==> config.mk <==
export PLATFORM = sky130hd
export DESIGN_NAME = hex_text_to_bytes
export DESIGN_NICKNAME = d
export VERILOG_FILES = /design/src/hw/rtl/htb_pkg.sv /design/src/hw/rtl/hex_text_to_bytes.sv /design/src/hw/rtl/htb_decode.sv
export SDC_FILE = /design/constraint.sdc
export NUM_CORES = 1
export LEC_CHECK = 0
export ABC_AREA = 1
export BUFFER_PORTS_ARGS = -buffer_cell sky130_fd_sc_hd__clkbuf_2
export CAP_MARGIN = 5
export CORE_MARGIN = 3
export CORE_UTILIZATION = 50
export CTS_CLUSTER_SIZE = 25
export DETAILED_ROUTE_END_ITERATION = 10
export GPL_ROUTABILITY_DRIVEN = 1
export PLACE_DENSITY = 0.71
export SYNTH_ARGS = -nofsm -noshare
export SYNTH_HDL_FRONTEND = slang
export SYNTH_SLANG_ARGS = --single-unit
==> constraint.sdc <==
create_clock -name clk -period 4.09 [get_ports clk]
set_input_delay 0.409 -clock clk [delete_from_list [all_inputs] [get_ports clk]]
set_output_delay 0.409 -clock clk [all_outputs]
set_load 0.005 [all_outputs]
==> src/hw/rtl/htb_pkg.sv <==
// htb_pkg: shared types, character codes and result codes for the hex text decoder.
// Used by htb_decode, hex_text_to_bytes, htb_result_checker and testbench; depends on nothing else.
`timescale 1ns / 1ps

package htb_pkg;

  localparam int COUNT_BITS_DEFAULT = 16;

  // characters that steer the parser
  localparam logic [7:0] CH_ZERO   = 8'h30;  // '0'
  localparam logic [7:0] CH_X      = 8'h78;  // 'x'
  localparam logic [7:0] CH_LBRACE = 8'h7B;  // '{'
  localparam logic [7:0] CH_RBRACE = 8'h7D;  // '}'

  localparam logic [1:0] KIND_BYTE  = 2'd0;
  localparam logic [1:0] KIND_DONE  = 2'd1;
  localparam logic [1:0] KIND_ERROR = 2'd2;

  localparam logic [2:0] ERR_NONE     = 3'd0;
  localparam logic [2:0] ERR_NON_HEX  = 3'd1;
  localparam logic [2:0] ERR_UNPAIRED = 3'd2;
  localparam logic [2:0] ERR_BRACE    = 3'd3;
  localparam logic [2:0] ERR_TRAILING = 3'd4;

  typedef enum logic [5:0] {
    PH_START        = 6'b000001,
    PH_SAW_ZERO     = 6'b000010,
    PH_AFTER_PREFIX = 6'b000100,
    PH_BODY         = 6'b001000,
    PH_CLOSED       = 6'b010000,
    PH_DROP         = 6'b100000
  } htb_phase_t;

  typedef struct packed {
    htb_phase_t  phase;
    logic        in_braces;
    logic        half_byte_pending;
    logic [3:0]  high_nibble;
  } htb_state_t;

  localparam htb_state_t STATE_RESET = '{
    phase:             PH_START,
    in_braces:         1'b0,
    half_byte_pending: 1'b0,
    high_nibble:       4'd0
  };

  typedef struct packed {
    logic [7:0] text_char;
    logic       end_of_text;
  } htb_in_t;

  typedef struct packed {
    logic [1:0]  result_kind;
    logic [7:0]  data_byte;
    logic [15:0] byte_count;
    logic [2:0]  error_code;
  } htb_out_t;

  // {is_hex, nibble}
  function automatic logic [4:0] hex_value(input logic [7:0] c);
    logic [7:0] d;
    logic [4:0] r;
    d = 8'd0;
    r = 5'd0;
    case (c) inside
      [8'h30:8'h39]: begin
        d = c - 8'h30;
        r = {1'b1, d[3:0]};
      end
      [8'h61:8'h66]: begin
        d = c - 8'h57;
        r = {1'b1, d[3:0]};
      end
      [8'h41:8'h46]: begin
        d = c - 8'h37;
        r = {1'b1, d[3:0]};
      end
      default: r = 5'd0;
    endcase
    return r;
  endfunction

endpackage

==> src/hw/rtl/hex_text_to_bytes.sv <==
// hex_text_to_bytes: streaming hex text to byte decoder, top level.
// Depends on htb_pkg and htb_decode.
`timescale 1ns / 1ps

// Usage:
//   text channel (text_valid/text_ready/text) carries one ASCII character per
//   transaction, with end_of_text marking the string terminator (the character
//   is then ignored). An optional "0x" prefix and an optional {...} wrapper
//   are accepted around pairs of hex digits of either case.
//   result channel (result_valid/result_ready/result) carries a decoded byte
//   as each digit pair completes, and one success or error report per string
//   at the end marker or at the first bad character.
//   Throughput: one character per cycle, while no character with a result
//   waits on a held result; the state update between the input register and
//   the result register is combinational, and a character passes through
//   those two register stages in turn.
//   Characters that produce no result keep flowing while the result register
//   holds; a character with a result waits in the input register until the
//   held result is taken, and the text channel then stalls.
//   Reset clears the parser to the start of a string with a zero byte count
//   and empties both registers. Byte count saturates at 2^COUNT_BITS-1.
module hex_text_to_bytes import htb_pkg::*; #(
  parameter int COUNT_BITS = COUNT_BITS_DEFAULT
) (
  input  logic      clk,
  input  logic      rst,
  input  logic      text_valid,
  output logic      text_ready,
  input  htb_in_t   text,
  output logic      result_valid,
  input  logic      result_ready,
  output htb_out_t  result
);

  htb_state_t            state;
  htb_state_t            state_next;
  logic [COUNT_BITS-1:0] bytes_done;
  logic [COUNT_BITS-1:0] bytes_done_next;
  logic                  stage_valid;
  htb_in_t               stage_item;
  logic                  has_result;
  htb_out_t              step_result;
  logic                  out_free;
  logic                  advance;

  htb_decode #(
    .COUNT_BITS (COUNT_BITS)
  ) u_decode (
    .state           (state),
    .bytes_done      (bytes_done),
    .item            (stage_item),
    .state_next      (state_next),
    .bytes_done_next (bytes_done_next),
    .has_result      (has_result),
    .result          (step_result)
  );

  assign out_free   = !result_valid || result_ready;
  assign advance    = stage_valid && (!has_result || out_free);
  assign text_ready = !stage_valid || advance;

  always_ff @(posedge clk) begin
    if (rst) begin
      stage_valid  <= 1'b0;
      result_valid <= 1'b0;
      state        <= STATE_RESET;
      bytes_done   <= '0;
    end else begin
      if (text_ready) begin
        stage_valid <= text_valid;
      end
      if (advance) begin
        state      <= state_next;
        bytes_done <= bytes_done_next;
      end
      // load a new result, or hold one that is not taken yet
      result_valid <= (advance && has_result) || (result_valid && !result_ready);
    end
  end

  always_ff @(posedge clk) begin
    if (text_valid && text_ready) begin
      stage_item <= text;
    end
    if (advance && has_result) begin
      result <= step_result;
    end
  end

endmodule

==> src/hw/rtl/htb_decode.sv <==
// htb_decode: next-state and result logic for one character of hex text.
// Depends on htb_pkg.
`timescale 1ns / 1ps

module htb_decode import htb_pkg::*; #(
  parameter int COUNT_BITS = COUNT_BITS_DEFAULT
) (
  input  htb_state_t             state,
  input  logic [COUNT_BITS-1:0]  bytes_done,
  input  htb_in_t                item,
  output htb_state_t             state_next,
  output logic [COUNT_BITS-1:0]  bytes_done_next,
  output logic                   has_result,
  output htb_out_t               result
);

  logic [4:0]            hv;
  logic                  is_hex;
  logic [3:0]            nib;
  logic                  body;
  logic                  pend;
  logic [3:0]            hn;
  logic [COUNT_BITS-1:0] count_src;
  logic [15:0]           count16;

  assign hv     = hex_value(item.text_char);
  assign is_hex = hv[4];
  assign nib    = hv[3:0];

  // a held leading zero becomes the pending high nibble
  assign pend = (state.phase == PH_SAW_ZERO) ? 1'b1 : state.half_byte_pending;
  assign hn   = (state.phase == PH_SAW_ZERO) ? 4'd0 : state.high_nibble;

  always_comb begin
    state_next      = state;
    bytes_done_next = bytes_done;
    has_result      = 1'b0;
    result          = '0;
    body            = 1'b0;

    if (item.end_of_text) begin
      state_next      = STATE_RESET;
      bytes_done_next = '0;
      if (state.phase != PH_DROP) begin
        has_result = 1'b1;
        if (state.phase == PH_SAW_ZERO ||
            (state.phase == PH_BODY && state.half_byte_pending)) begin
          result.result_kind = KIND_ERROR;
          result.error_code  = ERR_UNPAIRED;
        end else if (state.in_braces) begin
          result.result_kind = KIND_ERROR;
          result.error_code  = ERR_BRACE;
        end else begin
          result.result_kind = KIND_DONE;
        end
      end
    end else begin
      unique case (state.phase)
        PH_START: begin
          if (item.text_char == CH_ZERO) begin
            state_next.phase = PH_SAW_ZERO;
          end else if (item.text_char == CH_LBRACE) begin
            state_next.in_braces = 1'b1;
            state_next.phase     = PH_BODY;
          end else begin
            body = 1'b1;
          end
        end
        PH_SAW_ZERO: begin
          if (item.text_char == CH_X) begin
            state_next.phase = PH_AFTER_PREFIX;
          end else begin
            body = 1'b1;
          end
        end
        PH_AFTER_PREFIX: begin
          if (item.text_char == CH_LBRACE) begin
            state_next.in_braces = 1'b1;
            state_next.phase     = PH_BODY;
          end else begin
            body = 1'b1;
          end
        end
        PH_BODY: body = 1'b1;
        PH_CLOSED: begin
          state_next.phase   = PH_DROP;
          has_result         = 1'b1;
          result.result_kind = KIND_ERROR;
          result.error_code  = ERR_TRAILING;
        end
        PH_DROP: state_next.phase = PH_DROP;
        default: state_next.phase = PH_DROP;
      endcase

      if (body) begin
        state_next.phase             = PH_BODY;
        state_next.half_byte_pending = pend;
        state_next.high_nibble       = hn;
        if (is_hex) begin
          if (pend) begin
            state_next.half_byte_pending = 1'b0;
            if (bytes_done != {COUNT_BITS{1'b1}}) begin
              bytes_done_next = bytes_done + 1'b1;
            end
            has_result         = 1'b1;
            result.result_kind = KIND_BYTE;
            result.data_byte   = {hn, nib};
          end else begin
            state_next.high_nibble       = nib;
            state_next.half_byte_pending = 1'b1;
          end
        end else if (state.in_braces && item.text_char == CH_RBRACE) begin
          state_next.in_braces = 1'b0;
          if (pend) begin
            state_next.phase   = PH_DROP;
            has_result         = 1'b1;
            result.result_kind = KIND_ERROR;
            result.error_code  = ERR_UNPAIRED;
          end else begin
            state_next.phase = PH_CLOSED;
          end
        end else begin
          state_next.phase   = PH_DROP;
          has_result         = 1'b1;
          result.result_kind = KIND_ERROR;
          result.error_code  = ERR_NON_HEX;
        end
      end
    end

    result.byte_count = count16;
  end

  // a byte reports the count after itself; everything else the count so far
  assign count_src = item.end_of_text ? bytes_done : bytes_done_next;

  generate
    if (COUNT_BITS >= 16) begin : g_wide
      assign count16 = count_src[15:0];
    end else begin : g_narrow
      assign count16 = {{(16 - COUNT_BITS){1'b0}}, count_src};
    end
  endgenerate

endmodule

==> flow_metrics.py <==
metrics = {
    "synth": {
        "synth_compound_area_frac": 0.0981,
        "yosys_warnings": 0,
        "yosys-top-cells-area": "edfxtp_1 28%, dfxtp_1 14%, nand2_1 14%, nor2_1 6.6%, nand3_1 5.4%",
        "synth-seq-cells": 68,
        "async_reset_ff_frac": 0,
        "synth_xor_xnor_area_share": 0.0254,
        "synthAdderAreaFrac": 0.0181,
        "synth_enable_flop_cells": 38,
        "synthMuxAreaShare": 0,
        "synthFlopType": "edfxtp_1",
        "avgSynthCellArea_um2": 7.40,
        "synth_top_family_by_area": "simple AND/OR/NAND/NOR gates",
        "ys_seq_area_frac": 0.420,
        "synth-simple-area-share": 0.354,
        "ys_types": 41,
        "synth_top_area_share": 0.275,
        "yosys.area.top_type": "edfxtp_1",
        "synth_cells": 560,
        "synth_area_um2": 4150,
        "syn_nets": 579,
    },
    "cells_and_area": {
        "layout_common_cells": "156 x nand2_1, 73 x nor2_1, 55 x inv_1",
        "diodes": 0,
        "drive_gt1_frac": 0.147,
        "final_common_cell": "nand2_1",
        "seqCellArea_um2": 1740,
        "layout.nets": 613,
        "area_growth_pct": 9.69,
        "nFillCells": 759,
        "multi_input_area_um2": 2050,
    },
    "worst_setup_path": {
        "cp_num_buf_inv": 3,
        "worst_setup_path_end_kind": "primary output",
        "worstPathArrival_ns": 2.76,
        "cpMostUsedCell": "nand2_4",
        "critPathRequiredTime_ns": 3.68,
        "cp-start-kind": "flop",
        "critical_path_class": "reg -> out",
        "cp_slowest_cell": "nand2_1",
        "cp_cell_sequence": "nor2_2 > nand2_1 > nor2_2 > inv_2 > nand2_1 > inv_1 > nand2_4 > nand2_4 > nand2_4 > nand3_1 > clkbuf_2",
        "critPathTopFamily": "simple AND/OR/NAND/NOR gates",
        "cp_max_fo": 21,
        "critical_path.max_stage_delay_ns": 0.48,
    },
    "sta": {
        "hold_violations": 0,
        "maxSlewHeadroom": 0.422,
        "fin_crit_sh": 0.774,
        "period_needed_ns": 3.16,
        "setup_tns_ns": 0,
        "worst_pin_slew_ns": 0.867,
        "slew_viol_final": 0,
        "rsz0062_at_grt": "false",
        "fin_worst_skew_ns": 0.00755,
        "clock.fmax_mhz": 316,
        "setup_viol": 0,
        "fin_ws_ns": 0.925,
    },
    "power_and_ir_drop": {
        "vdd_drop_max_mv": 0.209,
        "intPower_mw": 1.07,
        "comb_power_share": 0.166,
        "pwr-share-seq": 0.508,
        "power.switching_uw": 498,
        "p_leak_nw": 1.94,
        "power.density_nw_per_um2": 345,
        "sw_frac_of_total": 0.317,
        "clockPowerShare": 0.326,
    },
    "grt": {
        "track_usage": 0.208,
        "grt_pass1_wl_mm": 15.9,
        "grt_antenna_before_repair": 0,
        "grt_pass1_vias": 3364,
        "grt_max_degree": 30,
        "gr-total-overflow": 0,
    },
    "routing": {
        "dr.pass1.iters": 5,
        "totalWireLength_mm": 9.58,
        "antenna_left": 0,
        "viasPerCell": 5.37,
        "drc": 0,
        "drt-initial-drc-count": 216,
        "vias": 3767,
        "wl_per_cell_um": 13.7,
    },
    "floorplan": {
        "core_area_um2": 7890,
        "rows": 32,
        "die_y_um": 97.1,
        "fp.dieW_um": 97.1,
        "io_pins": 44,
        "start_util": 0.526,
        "die_area_um2": 9420,
    },
    "place": {
        "pre_cts_slack_ns": 0.961,
        "io_buffers": 43,
        "dp_hpwl_mm": 6.98,
        "gp_congestion": 0.943,
    },
    "cts": {
        "post_cts_buffers": 0,
        "insertion_delay_ns": 0.36,
        "cts_resized": 0,
        "h-tree-depth": 3,
        "numCtsBuffers": 9,
        "clock-sinks": 68,
        "cts_root_buffer": "clkbuf_8",
        "path_clk_slew_ns": 0.08,
        "cts-hold-fix-buffers": 0,
        "clock_path_buffers": 2,
        "cts_tree": "done",
    },
    "hold_path": {
        "holdCritPathClass": "in -> reg",
    },
    "run": {
        "maxCapViolCount": 0,
    },
    "status": {
        "status": "complete, no violations",
    },
}
-- area by class of cell --
| type | instances | area share |
|---|---|---|
| multi-input combinational | 413 | 0.452 |
| sequential | 68 | 0.383 |
| timing repair buffer | 45 | 0.0506 |
| inverter | 57 | 0.0476 |
| clock buffer | 10 | 0.0281 |
| tap | 102 | 0.0281 |
| clock inverter | 6 | 0.0107 |
-- power by group through the flow --
stage	sequential (mW)	clock, mW	combinational [mW]
3_3_place_gp	0.810	0	0.255
2_1_floorplan	0.799	0	0.206
4_1_cts	0.795	0.520	0.261
5_1_grt	0.801	0.555	0.296
6_report	0.796	0.512	0.261
3_5_place_dp	0.811	0	0.260
-- sequential cells by signal (all words and copies together), names as in the netlist --
register and count:
result 29, bytes_done 16, state 12, stage_item 9, result_valid 1, stage_valid 1
-- per-layer routing --
layer  wire [µm]  GRT usage
met1        4620      0.288
met5           0          0
met3         486     0.0359
met2        4310      0.321
met4         165     0.0853
-- logic make-up (layout without fill, tap and decap cells) --
group                      after synthesis  in the layout
xor gates and xnor gates                12             12
buffers and inverters                   79            118
adders and majority gates                6              6
AOI/OAI and AO/OA                       73             73
and+or+nand+nor                        322            322
DFF                                     68             68
-- cell usage after synthesis, types with 2 or more instances --
master,n
a21o_1,3
a21oi_1,22
a21oi_2,4
buf_2,10
buf_4,2
buf_6,4
clkbuf_1,6
dfxtp_1,30
edfxtp_1,38
ha_1,6
inv_1,55
nand2_1,156
nand2_2,3
nand2_4,5
nand2_8,2
nand3_1,45
nand4_1,13
nor2_1,73
nor2_2,5
nor2_4,3
nor3_1,8
nor3b_1,2
nor4_1,2
o21ai_0,33
o21ai_1,3
o21bai_1,2
xor2_1,11
-- metrics by stage --
stage               hold slack (ns)  instance area (µm²)  cells  power (mW)  utilization
floorplan                     0.441                 4150    560        1.01            -
global placement              0.471                 4370    685        1.07        0.554
detailed placement            0.468                 4370    685        1.07        0.554
CTS                           0.207                 4550    701        1.58        0.576
global route                  0.212                 4550    701        1.65        0.576
finish                        0.219                 4550    701        1.57        0.576
-- worst paths after layout --
| kind | from | endpoint | slack, ns | cells past startpoint |
|---|---|---|---|---|
| max | state[9]$_SDFFE_PP0P_ | text_ready | 0.93 | 11 |
| min | text[2] | stage_item[2]$_DFFE_PP_ | 0.22 | 1 |
| max reg2reg | state[9]$_SDFFE_PP0P_ | result[11]$_DFFE_PP_ | 0.93 | 15 |
| min reg2reg | state[0]$_SDFFE_PP0P_ | state[0]$_SDFFE_PP0P_ | 0.48 | 2 |
Power figures use the tool's default switching activity.
